**src/hdl/sird_pkg.sv**
```systemverilog
// ---------------------------------------------------------------------------
// sird_pkg
// Shared types, constants and helpers for the signed radix digit converter.
// ---------------------------------------------------------------------------
package sird_pkg;

   localparam int VALUE_W          = 32;
   localparam int CHAR_W           = 8;
   localparam int LEN_W            = 5;
   localparam int SYM_COUNT        = 16;
   localparam int SYM_IDX_W        = 4;
   localparam int SYMS_W           = SYM_COUNT * CHAR_W;
   localparam int CSR_DATA_W       = 64;
   localparam int CSR_ADDR_W       = 5;
   localparam int MAX_BASE_DEFAULT = 16;
   // quotient bits resolved by the shared divider in one clock
   localparam int BITS_PER_STEP    = 8;

   localparam logic [LEN_W-1:0]      BASE_LEN_RESET     = 5'd10;
   localparam logic [CSR_DATA_W-1:0] SYMBOLS_LOW_RESET  = 64'h3736_3534_3332_3130;
   localparam logic [CSR_DATA_W-1:0] SYMBOLS_HIGH_RESET = 64'h0000_0000_0000_3938;

   // register index, taken from paddr[4:3]
   localparam logic [1:0] REG_BASE_LEN     = 2'd0;
   localparam logic [1:0] REG_SYMBOLS_LOW  = 2'd1;
   localparam logic [1:0] REG_SYMBOLS_HIGH = 2'd2;

   localparam logic [CHAR_W-1:0] CHAR_PLUS    = 8'h2B;
   localparam logic [CHAR_W-1:0] CHAR_MINUS   = 8'h2D;
   localparam logic [CHAR_W-1:0] CHAR_SPACE   = 8'h20;
   localparam logic [CHAR_W-1:0] CHAR_NEWLINE = 8'h0A;
   localparam logic [CHAR_W-1:0] CHAR_NUL     = 8'h00;

   typedef enum logic [2:0] {
      ST_IDLE,
      ST_CHECK,
      ST_SIGN,
      ST_DIV_GO,
      ST_DIV_WAIT,
      ST_EMIT,
      ST_NEWLINE,
      ST_ERROR
   } state_type;

   function automatic logic [CHAR_W-1:0] sym_at(input logic [SYMS_W-1:0] syms,
                                                input logic [SYM_IDX_W-1:0] idx);
      return syms[{idx, 3'b000} +: CHAR_W];
   endfunction

endpackage

```
**src/hdl/sird_div.sv**
```systemverilog
// ---------------------------------------------------------------------------
// sird_div
// Iterative restoring divider: 32-bit dividend by a small radix, several
// quotient bits per clock.
// ---------------------------------------------------------------------------
module sird_div #(
   parameter int DIG_W = 4
) (
   input  logic                         clock,
   input  logic                         reset,
   input  logic                         start,
   input  logic [sird_pkg::VALUE_W-1:0] dividend,
   input  logic [DIG_W:0]               divisor,
   output logic [sird_pkg::VALUE_W-1:0] quotient,
   output logic [DIG_W-1:0]             remainder,
   output logic                         done
);

   localparam int STEPS  = sird_pkg::VALUE_W / sird_pkg::BITS_PER_STEP;
   localparam int STEP_W = (STEPS > 1) ? $clog2(STEPS) : 1;

   logic [sird_pkg::VALUE_W-1:0] quo_ff, quo_in;
   logic [DIG_W-1:0]             rem_ff, rem_in;
   logic [STEP_W-1:0]            step_ff, step_in;
   logic                         busy_ff, busy_in;
   logic                         done_ff, done_in;

   logic [DIG_W:0]               part;
   logic [sird_pkg::VALUE_W-1:0] q_work;
   logic [DIG_W-1:0]             r_work;

   // shift dividend bits into the partial remainder, subtract where it fits
   always_comb begin
      r_work = rem_ff;
      q_work = quo_ff;
      part   = '0;
      for (int i = 0; i < sird_pkg::BITS_PER_STEP; i++) begin
         part   = {r_work, q_work[sird_pkg::VALUE_W-1]};
         q_work = {q_work[sird_pkg::VALUE_W-2:0], 1'b0};
         if (part >= divisor) begin
            part      = part - divisor;
            q_work[0] = 1'b1;
         end
         r_work = part[DIG_W-1:0];
      end
   end

   always_comb begin
      quo_in  = quo_ff;
      rem_in  = rem_ff;
      step_in = step_ff;
      busy_in = busy_ff;
      done_in = 1'b0;
      if (start) begin
         quo_in  = dividend;
         rem_in  = '0;
         step_in = '0;
         busy_in = 1'b1;
      end else if (busy_ff) begin
         quo_in  = q_work;
         rem_in  = r_work;
         step_in = step_ff + 1'b1;
         if (step_ff == STEP_W'(STEPS - 1)) begin
            busy_in = 1'b0;
            done_in = 1'b1;
         end
      end
   end

   always_ff @(posedge clock) begin
      if (reset) begin
         busy_ff <= 1'b0;
         done_ff <= 1'b0;
         step_ff <= '0;
      end else begin
         busy_ff <= busy_in;
         done_ff <= done_in;
         step_ff <= step_in;
      end
   end

   always_ff @(posedge clock) begin
      quo_ff <= quo_in;
      rem_ff <= rem_in;
   end

   assign quotient  = quo_ff;
   assign remainder = rem_ff;
   assign done      = done_ff;

endmodule

```
**src/hdl/sird_alpha.sv**
```systemverilog
// ---------------------------------------------------------------------------
// sird_alpha
// Alphabet validity check: length range, forbidden symbols, duplicates.
// ---------------------------------------------------------------------------
module sird_alpha #(
   parameter int MAX_BASE = sird_pkg::MAX_BASE_DEFAULT
) (
   input  logic                         clock,
   input  logic [sird_pkg::LEN_W-1:0]   base_len,
   input  logic [sird_pkg::SYMS_W-1:0]  symbols,
   output logic                         ok
);

   logic                          ok_ff, ok_in;
   logic                          bad;
   logic [sird_pkg::CHAR_W-1:0]   sym_a;

   always_comb begin
      bad   = (base_len < sird_pkg::LEN_W'(2)) ||
              (base_len > sird_pkg::LEN_W'(MAX_BASE)) ||
              (base_len > sird_pkg::LEN_W'(sird_pkg::SYM_COUNT));
      sym_a = '0;
      for (int a = 0; a < sird_pkg::SYM_COUNT; a++) begin
         sym_a = sird_pkg::sym_at(symbols, sird_pkg::SYM_IDX_W'(a));
         if (sird_pkg::LEN_W'(a) < base_len) begin
            if (sym_a == sird_pkg::CHAR_PLUS || sym_a == sird_pkg::CHAR_MINUS ||
                sym_a == sird_pkg::CHAR_SPACE) begin
               bad = 1'b1;
            end
            for (int b = a + 1; b < sird_pkg::SYM_COUNT; b++) begin
               if (sird_pkg::LEN_W'(b) < base_len &&
                   sird_pkg::sym_at(symbols, sird_pkg::SYM_IDX_W'(b)) == sym_a) begin
                  bad = 1'b1;
               end
            end
         end
      end
      ok_in = !bad;
   end

   always_ff @(posedge clock) begin
      ok_ff <= ok_in;
   end

   assign ok = ok_ff;

endmodule

```
**src/hdl/signed_int_to_radix_digits.sv**
```systemverilog
// ---------------------------------------------------------------------------
// signed_int_to_radix_digits
// Signed 32-bit integer to text in a configurable radix and alphabet.
// ---------------------------------------------------------------------------
// Sequence: with a valid alphabet, a negative value first loads the minus sign;
//   each digit then costs the shared divider a start, four 8-bit steps and a
//   push, and is later emitted from the stack before the newline is loaded.
//   An invalid alphabet loads a NUL byte and then the newline.
// Throughput: one request at a time; ready again the cycle after the newline.
// Reset: synchronous; returns to idle, empties the output stage, restores radix 10, "0-9".
module signed_int_to_radix_digits #(
   parameter int MAX_BASE = sird_pkg::MAX_BASE_DEFAULT
) (
   input  logic                              clock,
   input  logic                              reset,
   // request channel
   input  logic                              req_valid,
   output logic                              req_ready,
   input  logic signed [sird_pkg::VALUE_W-1:0] req_value,
   // result channel, one byte per beat
   output logic                              rsp_valid,
   input  logic                              rsp_ready,
   output logic [sird_pkg::CHAR_W-1:0]       rsp_out_char,
   output logic                              rsp_last,
   // configuration port
   input  logic                              csr_psel,
   input  logic                              csr_penable,
   input  logic                              csr_pwrite,
   input  logic [sird_pkg::CSR_ADDR_W-1:0]   csr_paddr,
   input  logic [sird_pkg::CSR_DATA_W-1:0]   csr_pwdata,
   output logic [sird_pkg::CSR_DATA_W-1:0]   csr_prdata,
   output logic                              csr_pready
);

   // digit width and divisor width follow from the largest radix
   localparam int DIG_W = (MAX_BASE > 2) ? $clog2(MAX_BASE) : 1;
   localparam int DIV_W = DIG_W + 1;
   localparam int DEPTH = sird_pkg::VALUE_W;
   localparam int PTR_W = $clog2(DEPTH);
   localparam int CNT_W = $clog2(DEPTH + 1);

   // ---------------- configuration registers ----------------
   logic [sird_pkg::LEN_W-1:0]      base_len_ff, base_len_in;
   logic [sird_pkg::CSR_DATA_W-1:0] sym_low_ff, sym_low_in;
   logic [sird_pkg::CSR_DATA_W-1:0] sym_high_ff, sym_high_in;
   logic                            csr_write;
   logic [1:0]                      csr_index;
   logic [sird_pkg::SYMS_W-1:0]     symbols;

   assign csr_pready = 1'b1;
   assign csr_index  = csr_paddr[4:3];
   assign csr_write  = csr_psel && csr_penable && csr_pwrite && csr_pready;
   assign symbols    = {sym_high_ff, sym_low_ff};

   always_comb begin
      base_len_in = base_len_ff;
      sym_low_in  = sym_low_ff;
      sym_high_in = sym_high_ff;
      if (csr_write) begin
         case (csr_index)
            sird_pkg::REG_BASE_LEN:     base_len_in = csr_pwdata[sird_pkg::LEN_W-1:0];
            sird_pkg::REG_SYMBOLS_LOW:  sym_low_in  = csr_pwdata;
            sird_pkg::REG_SYMBOLS_HIGH: sym_high_in = csr_pwdata;
            default:                    ; // drop writes past the register list
         endcase
      end
   end

   always_comb begin
      case (csr_index)
         sird_pkg::REG_BASE_LEN:     csr_prdata = sird_pkg::CSR_DATA_W'(base_len_ff);
         sird_pkg::REG_SYMBOLS_LOW:  csr_prdata = sym_low_ff;
         sird_pkg::REG_SYMBOLS_HIGH: csr_prdata = sym_high_ff;
         default:                    csr_prdata = '0;
      endcase
   end

   always_ff @(posedge clock) begin
      if (reset) begin
         base_len_ff <= sird_pkg::BASE_LEN_RESET;
         sym_low_ff  <= sird_pkg::SYMBOLS_LOW_RESET;
         sym_high_ff <= sird_pkg::SYMBOLS_HIGH_RESET;
      end else begin
         base_len_ff <= base_len_in;
         sym_low_ff  <= sym_low_in;
         sym_high_ff <= sym_high_in;
      end
   end

   // ---------------- alphabet check, registered every cycle ----------------
   logic alpha_ok;

   sird_alpha #(
      .MAX_BASE (MAX_BASE)
   ) u_alpha (
      .clock    (clock),
      .base_len (base_len_ff),
      .symbols  (symbols),
      .ok       (alpha_ok)
   );

   // ---------------- shared divider ----------------
   logic                         div_start;
   logic [sird_pkg::VALUE_W-1:0] div_quotient;
   logic [DIG_W-1:0]             div_remainder;
   logic                         div_done;
   logic [sird_pkg::VALUE_W-1:0] mag_ff, mag_in;

   // a valid radix never exceeds MAX_BASE, so DIV_W bits hold it
   sird_div #(
      .DIG_W (DIG_W)
   ) u_div (
      .clock     (clock),
      .reset     (reset),
      .start     (div_start),
      .dividend  (mag_ff),
      .divisor   (base_len_ff[DIV_W-1:0]),
      .quotient  (div_quotient),
      .remainder (div_remainder),
      .done      (div_done)
   );

   // ---------------- sequencer ----------------
   sird_pkg::state_type state_ff, state_in;

   logic                         neg_ff, neg_in;
   logic [CNT_W-1:0]             cnt_ff, cnt_in;
   logic [DIG_W-1:0]             stack_ff [DEPTH];
   logic [PTR_W-1:0]             push_ptr;
   logic [PTR_W-1:0]             pop_ptr;
   logic [CNT_W-1:0]             cnt_dec;

   logic                         slot_free;
   logic                         push;
   logic                         load;
   logic [sird_pkg::CHAR_W-1:0]  load_char;
   logic                         load_last;

   logic                         rsp_valid_ff, rsp_valid_in;
   logic [sird_pkg::CHAR_W-1:0]  rsp_char_ff, rsp_char_in;
   logic                         rsp_last_ff, rsp_last_in;

   assign slot_free = !rsp_valid_ff || rsp_ready;
   assign cnt_dec   = cnt_ff - 1'b1;
   assign push_ptr  = cnt_ff[PTR_W-1:0];
   assign pop_ptr   = cnt_dec[PTR_W-1:0];

   // next state
   always_comb begin
      state_in = state_ff;
      case (state_ff)
         sird_pkg::ST_IDLE: begin
            if (req_valid) state_in = sird_pkg::ST_CHECK;
         end
         sird_pkg::ST_CHECK: begin
            if (!alpha_ok)   state_in = sird_pkg::ST_ERROR;
            else if (neg_ff) state_in = sird_pkg::ST_SIGN;
            else             state_in = sird_pkg::ST_DIV_GO;
         end
         sird_pkg::ST_SIGN: begin
            if (slot_free) state_in = sird_pkg::ST_DIV_GO;
         end
         sird_pkg::ST_DIV_GO: begin
            state_in = sird_pkg::ST_DIV_WAIT;
         end
         sird_pkg::ST_DIV_WAIT: begin
            // keep dividing while quotient remains and the stack has room
            if (div_done) begin
               if (div_quotient != '0 && cnt_ff != CNT_W'(DEPTH - 1))
                  state_in = sird_pkg::ST_DIV_GO;
               else
                  state_in = sird_pkg::ST_EMIT;
            end
         end
         sird_pkg::ST_EMIT: begin
            if (slot_free && cnt_ff == CNT_W'(1)) state_in = sird_pkg::ST_NEWLINE;
         end
         sird_pkg::ST_NEWLINE: begin
            if (slot_free) state_in = sird_pkg::ST_IDLE;
         end
         sird_pkg::ST_ERROR: begin
            if (slot_free) state_in = sird_pkg::ST_NEWLINE;
         end
         default: begin
            state_in = sird_pkg::ST_IDLE;
         end
      endcase
   end

   // control outputs
   always_comb begin
      req_ready = 1'b0;
      div_start = 1'b0;
      push      = 1'b0;
      load      = 1'b0;
      load_char = sird_pkg::CHAR_NUL;
      load_last = 1'b0;
      case (state_ff)
         sird_pkg::ST_IDLE: begin
            req_ready = 1'b1;
         end
         sird_pkg::ST_SIGN: begin
            load      = slot_free;
            load_char = sird_pkg::CHAR_MINUS;
         end
         sird_pkg::ST_DIV_GO: begin
            div_start = 1'b1;
         end
         sird_pkg::ST_DIV_WAIT: begin
            push = div_done;
         end
         sird_pkg::ST_EMIT: begin
            load      = slot_free;
            load_char = sird_pkg::sym_at(symbols, sird_pkg::SYM_IDX_W'(stack_ff[pop_ptr]));
         end
         sird_pkg::ST_NEWLINE: begin
            load      = slot_free;
            load_char = sird_pkg::CHAR_NEWLINE;
            load_last = 1'b1;
         end
         sird_pkg::ST_ERROR: begin
            load      = slot_free;
            load_char = sird_pkg::CHAR_NUL;
         end
         default: begin
            req_ready = 1'b0;
         end
      endcase
   end

   // datapath
   always_comb begin
      mag_in = mag_ff;
      neg_in = neg_ff;
      cnt_in = cnt_ff;
      if (req_valid && req_ready) begin
         // hold the raw value; the magnitude is formed in the check cycle
         mag_in = req_value;
         neg_in = req_value[sird_pkg::VALUE_W-1];
         cnt_in = '0;
      end else if (state_ff == sird_pkg::ST_CHECK) begin
         if (neg_ff) mag_in = '0 - mag_ff;
      end else if (push) begin
         mag_in = div_quotient;
         cnt_in = cnt_ff + 1'b1;
      end else if (state_ff == sird_pkg::ST_EMIT && load) begin
         cnt_in = cnt_dec;
      end
   end

   // output stage: advance on load, drop on acceptance
   always_comb begin
      rsp_char_in = rsp_char_ff;
      rsp_last_in = rsp_last_ff;
      if (load) begin
         rsp_valid_in = 1'b1;
         rsp_char_in  = load_char;
         rsp_last_in  = load_last;
      end else if (rsp_ready) begin
         rsp_valid_in = 1'b0;
      end else begin
         rsp_valid_in = rsp_valid_ff;
      end
   end

   always_ff @(posedge clock) begin
      if (reset) begin
         state_ff     <= sird_pkg::ST_IDLE;
         rsp_valid_ff <= 1'b0;
         cnt_ff       <= '0;
      end else begin
         state_ff     <= state_in;
         rsp_valid_ff <= rsp_valid_in;
         cnt_ff       <= cnt_in;
      end
   end

   always_ff @(posedge clock) begin
      mag_ff      <= mag_in;
      neg_ff      <= neg_in;
      rsp_char_ff <= rsp_char_in;
      rsp_last_ff <= rsp_last_in;
      if (push) stack_ff[push_ptr] <= div_remainder;
   end

   assign rsp_valid    = rsp_valid_ff;
   assign rsp_out_char = rsp_char_ff;
   assign rsp_last     = rsp_last_ff;

endmodule

```
**config.mk**
```make
export PLATFORM = sky130hd
export DESIGN_NAME = signed_int_to_radix_digits
export DESIGN_NICKNAME = d
export VERILOG_FILES = /design/src/hdl/sird_pkg.sv /design/src/hdl/sird_div.sv /design/src/hdl/sird_alpha.sv /design/src/hdl/signed_int_to_radix_digits.sv
export SDC_FILE = /design/constraint.sdc
export NUM_CORES = 2
export LEC_CHECK = 0
export ABC_CLOCK_PERIOD_IN_PS = 29900
export BUFFER_PORTS_ARGS = -buffer_cell sky130_fd_sc_hd__clkbuf_2
export CAP_MARGIN = 20
export CORE_ASPECT_RATIO = 0.75
export CORE_MARGIN = 4
export CORE_UTILIZATION = 30
export DETAILED_ROUTE_END_ITERATION = 6
export GPL_ROUTABILITY_DRIVEN = 0
export MAX_ROUTING_LAYER = met4
export PLACE_DENSITY = 0.45
export SKIP_CTS_REPAIR_TIMING = 1
export SLEW_MARGIN = 20
export SYNTH_ARGS = -nofsm -noshare
export SYNTH_HDL_FRONTEND = slang
export SYNTH_SLANG_ARGS = --single-unit
```
**constraint.sdc**
```tcl
create_clock -name clock -period 29.9 [get_ports clock]
set_input_delay 2.99 -clock clock [delete_from_list [all_inputs] [get_ports clock]]
set_output_delay 2.99 -clock clock [all_outputs]
set_load 0.005 [all_outputs]
```
---- Word level (Yosys, flattened, before mapping) ----
Memories as Yosys holds them, arrays and structs flattened.
Cells that the tools add are included.
cells by class
  add/sub/neg operators ................... 12
  $lt $le $gt $ge ......................... 26
  equal/unequal tests ..................... 187
  shift operators ......................... 1
  muxes and demuxes ....................... 201
  bitwise operators ....................... 2
  reduce and logical (&&, ||, !) cells .... 180
operators with widths
  operator                                                   count
  == test 8 bit                                              120
  == test 8 x 6 -> 1 bit, second input constant              48
  2-to-1 mux 32 bit                                          6
  case mux 64 bit (3 select lines)                           1
  2-to-1 mux 1 bit                                           174
  variable part select 128 x 8 -> 8 bit                      1
  logical AND 1 bit                                          126
  >= comparator 5 bit                                        8
  less-than comparator 4 x 5 -> 1 bit, first input constant  8
  logical OR 1 bit                                           35
  2-to-1 mux 4 bit                                           8
  nonzero test 32 bit                                        1
  subtractor 1 x 32 -> 32 bit, first input constant          1
  subtractor 4 bit                                           8
  2-to-1 mux 3 bit                                           8
  case mux 3 bit (8 select lines)                            1
  case mux 8 bit (3 select lines)                            1
  less-than comparator 3 x 5 -> 1 bit, first input constant  4
  == test 3 bit, second input constant                       4
  2-to-1 mux 6 bit                                           2
  less-than comparator 1 x 5 -> 1 bit, first input constant  2
  less-than comparator 2 x 5 -> 1 bit, first input constant  2
  != test 2 bit, second input constant                       5
  AND reduction 2 bit                                        5
  other kinds (23)                                           30
word-level totals
  register bits after elaboration ......... 226
  bits in writable memories ............... 128
  input port bits ......................... 108
  output and inout port bits .............. 76
  logic and storage cells ................. 626
  memories ................................ 1
memory list
  name      words  bits a word  read ports  clocked after Yosys merged registers in  write ports  RTL line                           RTL
  stack_ff  32     4            1           0                                        1            signed_int_to_radix_digits.sv:128  logic [DIG_W-1:0] stack_ff [DEPTH];

---- Logic depth before layout (Yosys ltp) ----
  word-level depth ........................ 156
  depth in mapped cells ................... 65
  gate-level depth less buffers ........... 61

---- Modules after synthesis ----
A second synthesis with hierarchy kept.
unflattened totals
  cells, all modules ...................... 3529
  area, all modules ....................... 31088.6 um^2
by module, submodules not included
  module                      times used  cells each  area each (um^2)  sequential area each (um^2)
  signed_int_to_radix_digits  1           1462        14910.6           7967.6
  sird_alpha                  1           1726        12665.9           20.0
  sird_div                    1           341         3512.1            1121.1

---- Least setup slack after synthesis ----
Ideal clock, no wire load.
  kind .................................... register to register
  start ................................... register base_len_ff[1] (netlist bit)
  end ..................................... register u_div.rem_ff[3] (netlist: u_div.remainder[3])
  library setup time ...................... 0.123 ns
  data arrival time ....................... 12.540 ns
  data required time ...................... 29.777 ns
  slack ................................... 17.237 ns
  stages on the path, launching flop included .. 65
  path buffers ............................ 4
  clock period less this slack ............ 12.663 ns
  cells stage by stage .................... dfxtp_1 clkbuf_1 inv_1 ha_1 nor2b_1 o21ai_0 a31oi_1 o21a_1 or3_1 and2_1 ha_1 nor2b_1 o21ai_0 a31oi_1 o21ai_0 and2_1 a21oi_1 ha_1 (+29 left out) o21ai_0 inv_1 ha_1 nor2b_1 o21ai_0 a31oi_1 o21ai_0 nor2b_1 clkbuf_1 mux2i_1 ha_1 a21o_1 a21o_1 a21o_1 a21o_1 clkbuf_1 a221oi_1 nor2_1
between the ends
  longest elaborated chain between the ends .. 16
  elaborated cells between the ends (all ways) .. 24
  those cells by class .................... add/sub (8); order compare (8); mux (8)
RTL lines
  item                                                     RTL line                          RTL
  start: declaration                                       signed_int_to_radix_digits.sv:43  logic [sird_pkg::LEN_W-1:0] base_len_ff, base_len_in;
  start signal: assignment                                 signed_int_to_radix_digits.sv:80  base_len_ff <= sird_pkg::BASE_LEN_RESET;
  start signal: assignment                                 signed_int_to_radix_digits.sv:84  base_len_ff <= base_len_in;
  subtractor 4 bit or >= comparator 5 bit (tied branches)  sird_div.sv:41, sird_div.sv:40
  2-to-1 mux 4 bit                                         sird_div.sv:40                    if (part >= divisor) begin
  subtractor 4 bit or >= comparator 5 bit (tied branches)  sird_div.sv:41, sird_div.sv:40
  2-to-1 mux 4 bit                                         sird_div.sv:40
  subtractor 4 bit or >= comparator 5 bit (tied branches)  sird_div.sv:41, sird_div.sv:40
  2-to-1 mux 4 bit                                         sird_div.sv:40
  >= comparator 5 bit or subtractor 4 bit (tied branches)  sird_div.sv:40, sird_div.sv:41
  2-to-1 mux 4 bit                                         sird_div.sv:40
  subtractor 4 bit or >= comparator 5 bit (tied branches)  sird_div.sv:41, sird_div.sv:40
  2-to-1 mux 4 bit                                         sird_div.sv:40
  subtractor 4 bit or >= comparator 5 bit (tied branches)  sird_div.sv:41, sird_div.sv:40
  2-to-1 mux 4 bit                                         sird_div.sv:40
  >= comparator 5 bit or subtractor 4 bit (tied branches)  sird_div.sv:40, sird_div.sv:41
  2-to-1 mux 4 bit                                         sird_div.sv:40
  subtractor 4 bit or >= comparator 5 bit (tied branches)  sird_div.sv:41, sird_div.sv:40
  2-to-1 mux 4 bit *                                       sird_div.sv:40
  end signal: assignment                                   sird_div.sv:84                    rem_ff <= rem_in;
  end: declaration                                         sird_div.sv:23                    logic [DIG_W-1:0] rem_ff, rem_in;
Every way passes the cells marked *; elsewhere a longest branch is shown, timed or not.
A chain may end at the register's enable or synchronous reset.

---- Worst setup path in the final report ----
  start ................................... register base_len_ff[2] (netlist bit)
  end ..................................... register u_div.rem_ff[3] (netlist: u_div.remainder[3])
between the ends
  longest elaborated chain between the ends .. 16
  elaborated cells between the ends (all ways) .. 24
  those cells by class .................... add/sub (8); order compare (8); mux (8)
RTL lines
  item                                                     RTL line
  subtractor 4 bit or >= comparator 5 bit (tied branches)  sird_div.sv:41, sird_div.sv:40
  2-to-1 mux 4 bit                                         sird_div.sv:40
  subtractor 4 bit or >= comparator 5 bit (tied branches)  sird_div.sv:41, sird_div.sv:40
  2-to-1 mux 4 bit                                         sird_div.sv:40
  >= comparator 5 bit or subtractor 4 bit (tied branches)  sird_div.sv:40, sird_div.sv:41
  2-to-1 mux 4 bit                                         sird_div.sv:40
  subtractor 4 bit or >= comparator 5 bit (tied branches)  sird_div.sv:41, sird_div.sv:40
  2-to-1 mux 4 bit                                         sird_div.sv:40
  subtractor 4 bit or >= comparator 5 bit (tied branches)  sird_div.sv:41, sird_div.sv:40
  2-to-1 mux 4 bit                                         sird_div.sv:40
  subtractor 4 bit or >= comparator 5 bit (tied branches)  sird_div.sv:41, sird_div.sv:40
  2-to-1 mux 4 bit                                         sird_div.sv:40
  >= comparator 5 bit or subtractor 4 bit (tied branches)  sird_div.sv:40, sird_div.sv:41
  2-to-1 mux 4 bit                                         sird_div.sv:40
  subtractor 4 bit or >= comparator 5 bit (tied branches)  sird_div.sv:41, sird_div.sv:40
  2-to-1 mux 4 bit *                                       sird_div.sv:40
Marked as above.

==> impl_metrics.tcl <==
set metrics [dict create \
    maximum_number_of_pins_on_one_net_before_global_route_repair 82 \
    multi_input_comb_area_sq_um 20180 \
    critical_path.endpoint_type "flop" \
    globalRouteOverflowTotal 0 \
    layout-drive-gt1-share_pct 13.23 \
    ctsLongestPathBuffers 3 \
    die_area_sq_um 108700 \
    synthDominantAreaCellType "xnor2_1" \
    core_region_area_sq_um 102000 \
    critical-path-max-stage-delay_ns 0.69 \
    worst_hold_path_type "reg -> reg" \
    final.setup.tns_ns 0 \
    postSynth.asyncResetShare_pct 0 \
    final-setup-viol-count 0 \
    vias_per_cell 5.649 \
    min_from "sym_high_ff[14]" \
    start_util_pct 30.43 \
    antenna_found_initial 20 \
    yosysWarnings 0 \
    finalHoldViolCount 0 \
    num_rows 101 \
    chip_width_microns 379.4 \
    first_pass_grt_wire_length_microns 205200 \
    clock_tree_from_tritoncts "done" \
    crit_buf_inv 4 \
    avgSynthCellArea_sq_um 8.611 \
    timing.hold.worst_path_depth 2 \
    wirelength_microns 146400 \
    numClockSinks 354 \
    ys_seq_area_share_pct 29.35 \
    cts_buffers 42 \
    remaining_drc_errors 1 \
    worst_slew_margin_rel_pct 25.76 \
    required_ns 30.42 \
    detail_route.wl_per_cell_microns 29.26 \
    clk_root_buffer_cell "clkbuf_16" \
    p_per_area_nw_per_um2 148.8 \
    max_slew.worst_pin.slew_ns 1.113 \
    setup_repair_after_global_routing_missed_its_margin "no" \
    placed_area_sq_um 33320 \
    final_net_count 3773 \
    outcome "complete, but fails checks" \
    clk-insertion-delay-late_ns 0.63 \
    flop_and_latch_count_out_of_synthesis 354 \
    yosys-top-cells-area "xnor2_1 22%, edfxtp_1 20%, dfxtp_1 9.8%" \
    synth.top_cells.by_count "771 x xnor2_1, 426 x nand2_1, 254 x xor2_1, 203 x clkbuf_1, 202 x edfxtp_1" \
    cts.reportedPaths.clkPinSlew_ns 0.07 \
    gr-usage-all-layers_pct 26.82 \
    detail_route.iter0.violations 3975 \
    final_min_period_ns 14.67 \
    ioPinCount 184 \
    regArea_sq_um 9110 \
    syn_nets 3767 \
    critical_path_class "reg -> reg" \
    place.port_buffers 179 \
    netlist_instances 3604 \
    fmax_ghz 0.06814 \
    die_h_microns 286.5 \
    failing_checks "DRC" \
    arrival_ns 15.20 \
    placed_wire_length_estimate_after_detailed_placement_microns 95380 \
    post-route-cell-area_sq_um 34730 \
    crit_path_frequent_cell "o21ai_0" \
    timing.critical_path.slowest_stage_cell "dfxtp_1" \
    cap_violations 0 \
    maxSlewViolCount 0 \
    detailroute.via_count 28260 \
    launching_element_type_of_the_critical_path "flop" \
    r2r_cells 59 \
    clock_tree.htree_level_count 2 \
    drtAntennaViolNets 0 \
    post_synth_num_cell_types 76 \
    worst-path-max-fanout 16 \
    worst_hold_end "sym_high_ff[14]" \
    ir_drop_v 0.0009583 \
    netlist_area_sq_um 31030 \
    first_global_vias 25980 \
    clock_skew_ns 0.03487 \
    critical_path.reg2reg.endpoint "u_div.remainder[3]" \
    synth_top_area_share_pct 21.76 \
    timing.final.crit_share_pct 49.08 \
    number_of_synthesized_flops_with_an_enable_pin 202 \
    setup.reg_to_reg.worst_slack_ns 15.23 \
    area_growth_pct 11.93 \
    path_delay_family "compound AO/OA/AOI/OAI gates" \
    critical_path.startpoint "base_len_ff[2]" \
    r2r-start "base_len_ff[2]" \
    p_leak_nw 12.16 \
    synth.most_common_cell "xnor2_1" \
    num-fill-cells 10590 \
    drt-pass1-iter-count 7 \
    synth_ff_type "edfxtp_1" \
]
==> worst max-delay path by stage <==
| stage | cells past startpoint | endpoint |
|---|---|---|
| 6_report | 59 | u_div.remainder[3] |
| 5_1_grt | 59 | u_div.remainder[3] |
| 4_1_cts | 59 | u_div.remainder[3] |
| 3_5_place_dp | 59 | u_div.remainder[3] |
| 3_3_place_gp | 59 | u_div.remainder[3] |
| 2_1_floorplan | 64 | u_div.remainder[3] |
==> power by group <==
group / switching (mW) / internal [mW] / leakage (nW)
sequential: 0.0584 / 0.671 / 3.08
combinational: 2.28 / 1.63 / 8.42
clock: 0.241 / 0.288 / 0.655
==> layout make-up <==
cell class	count	share of cell area, %
clock buffer	59	3.267
timing repair buffer	348	6.239
clock inverter	19	0.6592
antenna	19	0.1369
sequential	354	26.23
multi-input combinational	2813	58.10
inverter	51	0.5511
tap	1339	4.823
==> through the flow <==
step,util (%),hold WS (ns),worst slack (ns),instances,power [mW]
after floorplan,-,0.5010,17.24,3604,3.857
after CTS,34.01,0.4608,15.53,4983,5.108
after detailed placement,32.67,0.4525,15.56,4905,4.555
after global routing,34.06,0.4819,13.97,5002,5.628
after global placement,32.67,0.4441,15.58,4905,4.554
final,34.06,0.4590,15.23,5002,5.169
==> cell families (layout without fill, tap and decap cells) <==
family / count (synthesis) / in the layout / synth area share (%)
DFF: 354 / 354 / 29.35
adders and majority gates: 55 / 55 / 2.411
AOI/OAI and AO/OA: 437 / 437 / 8.919
buffers and inverters: 437 / 477 / 5.822
and+or+nand+nor: 1147 / 1147 / 18.51
xor gates and xnor gates: 1027 / 1027 / 29.07
other: 1 / 20 / 0.01208
muxes: 146 / 146 / 5.907
==> registers in the layout (all words and copies together), names as in the netlist <==
signal           cells
u_div.busy_ff        1
u_div.step_ff        2
u_div.remainder      4
base_len_ff          5
u_alpha.ok           1
sym_low_ff          64
cnt_ff               6
mag_ff              32
rsp_last             1
sym_high_ff         64
u_div.done           1
neg_ff               1
u_div.quotient      32
rsp_out_char         8
rsp_valid            1
state_ff             3
stack_ff           128
==> metal layers <==
| metal | global-route usage, % | wire (microns) | vias to the layer above | share of wire (%) |
|---|---|---|---|---|
| li1 | - | - | 12470 | - |
| met1 | 39.63 | 67580 | 13890 | 46 |
| met2 | 34.34 | 55700 | 1627 | 38 |
| met3 | 7.994 | 18330 | 272 | 13 |
| met4 | 7.985 | 4756 | 0 | 3.2 |
| met5 | - | 0 | - | 0 |
==> cell usage in the layout, fill, tap and decap left out, types with 7 or more instances in the layout <==
master,synthesis,routed
nor3_1,96,96
and2_1,8,8
nor2_1,133,132
inv_1,51,51
mux2i_1,112,112
nand2b_1,27,27
a31oi_1,66,65
o211ai_1,8,8
a21o_1,8,7
nand3_1,35,35
or2_2,12,12
clkbuf_2,0,178
fa_1,8,8
edfxtp_1,202,202
a22oi_1,10,10
xnor2_1,771,771
nand4_1,187,187
o21ai_0,49,49
nor2b_1,21,19
ha_1,47,46
buf_4,12,170
clkbuf_16,0,42
nand3b_1,40,40
clkbuf_1,203,15
mux4_2,29,29
dfxtp_1,152,151
or3_1,17,17
a21oi_1,171,171
a22o_1,59,59
diode_2,0,19
o22ai_1,7,7
a221oi_1,8,8
nand2_1,426,425
xor2_1,254,254
nor4_1,121,120
==> worst register-to-register path, delay by kind of cell, from the launching register on <==
family          cells  cell delay, ns
buf+inv             4            0.74
flops               1            0.69
simple gates       16            3.38
fa+ha+maj           8            2.57
compound gates     28            5.83
mux                 3            1.40
(Power assumes the default switching activity.)
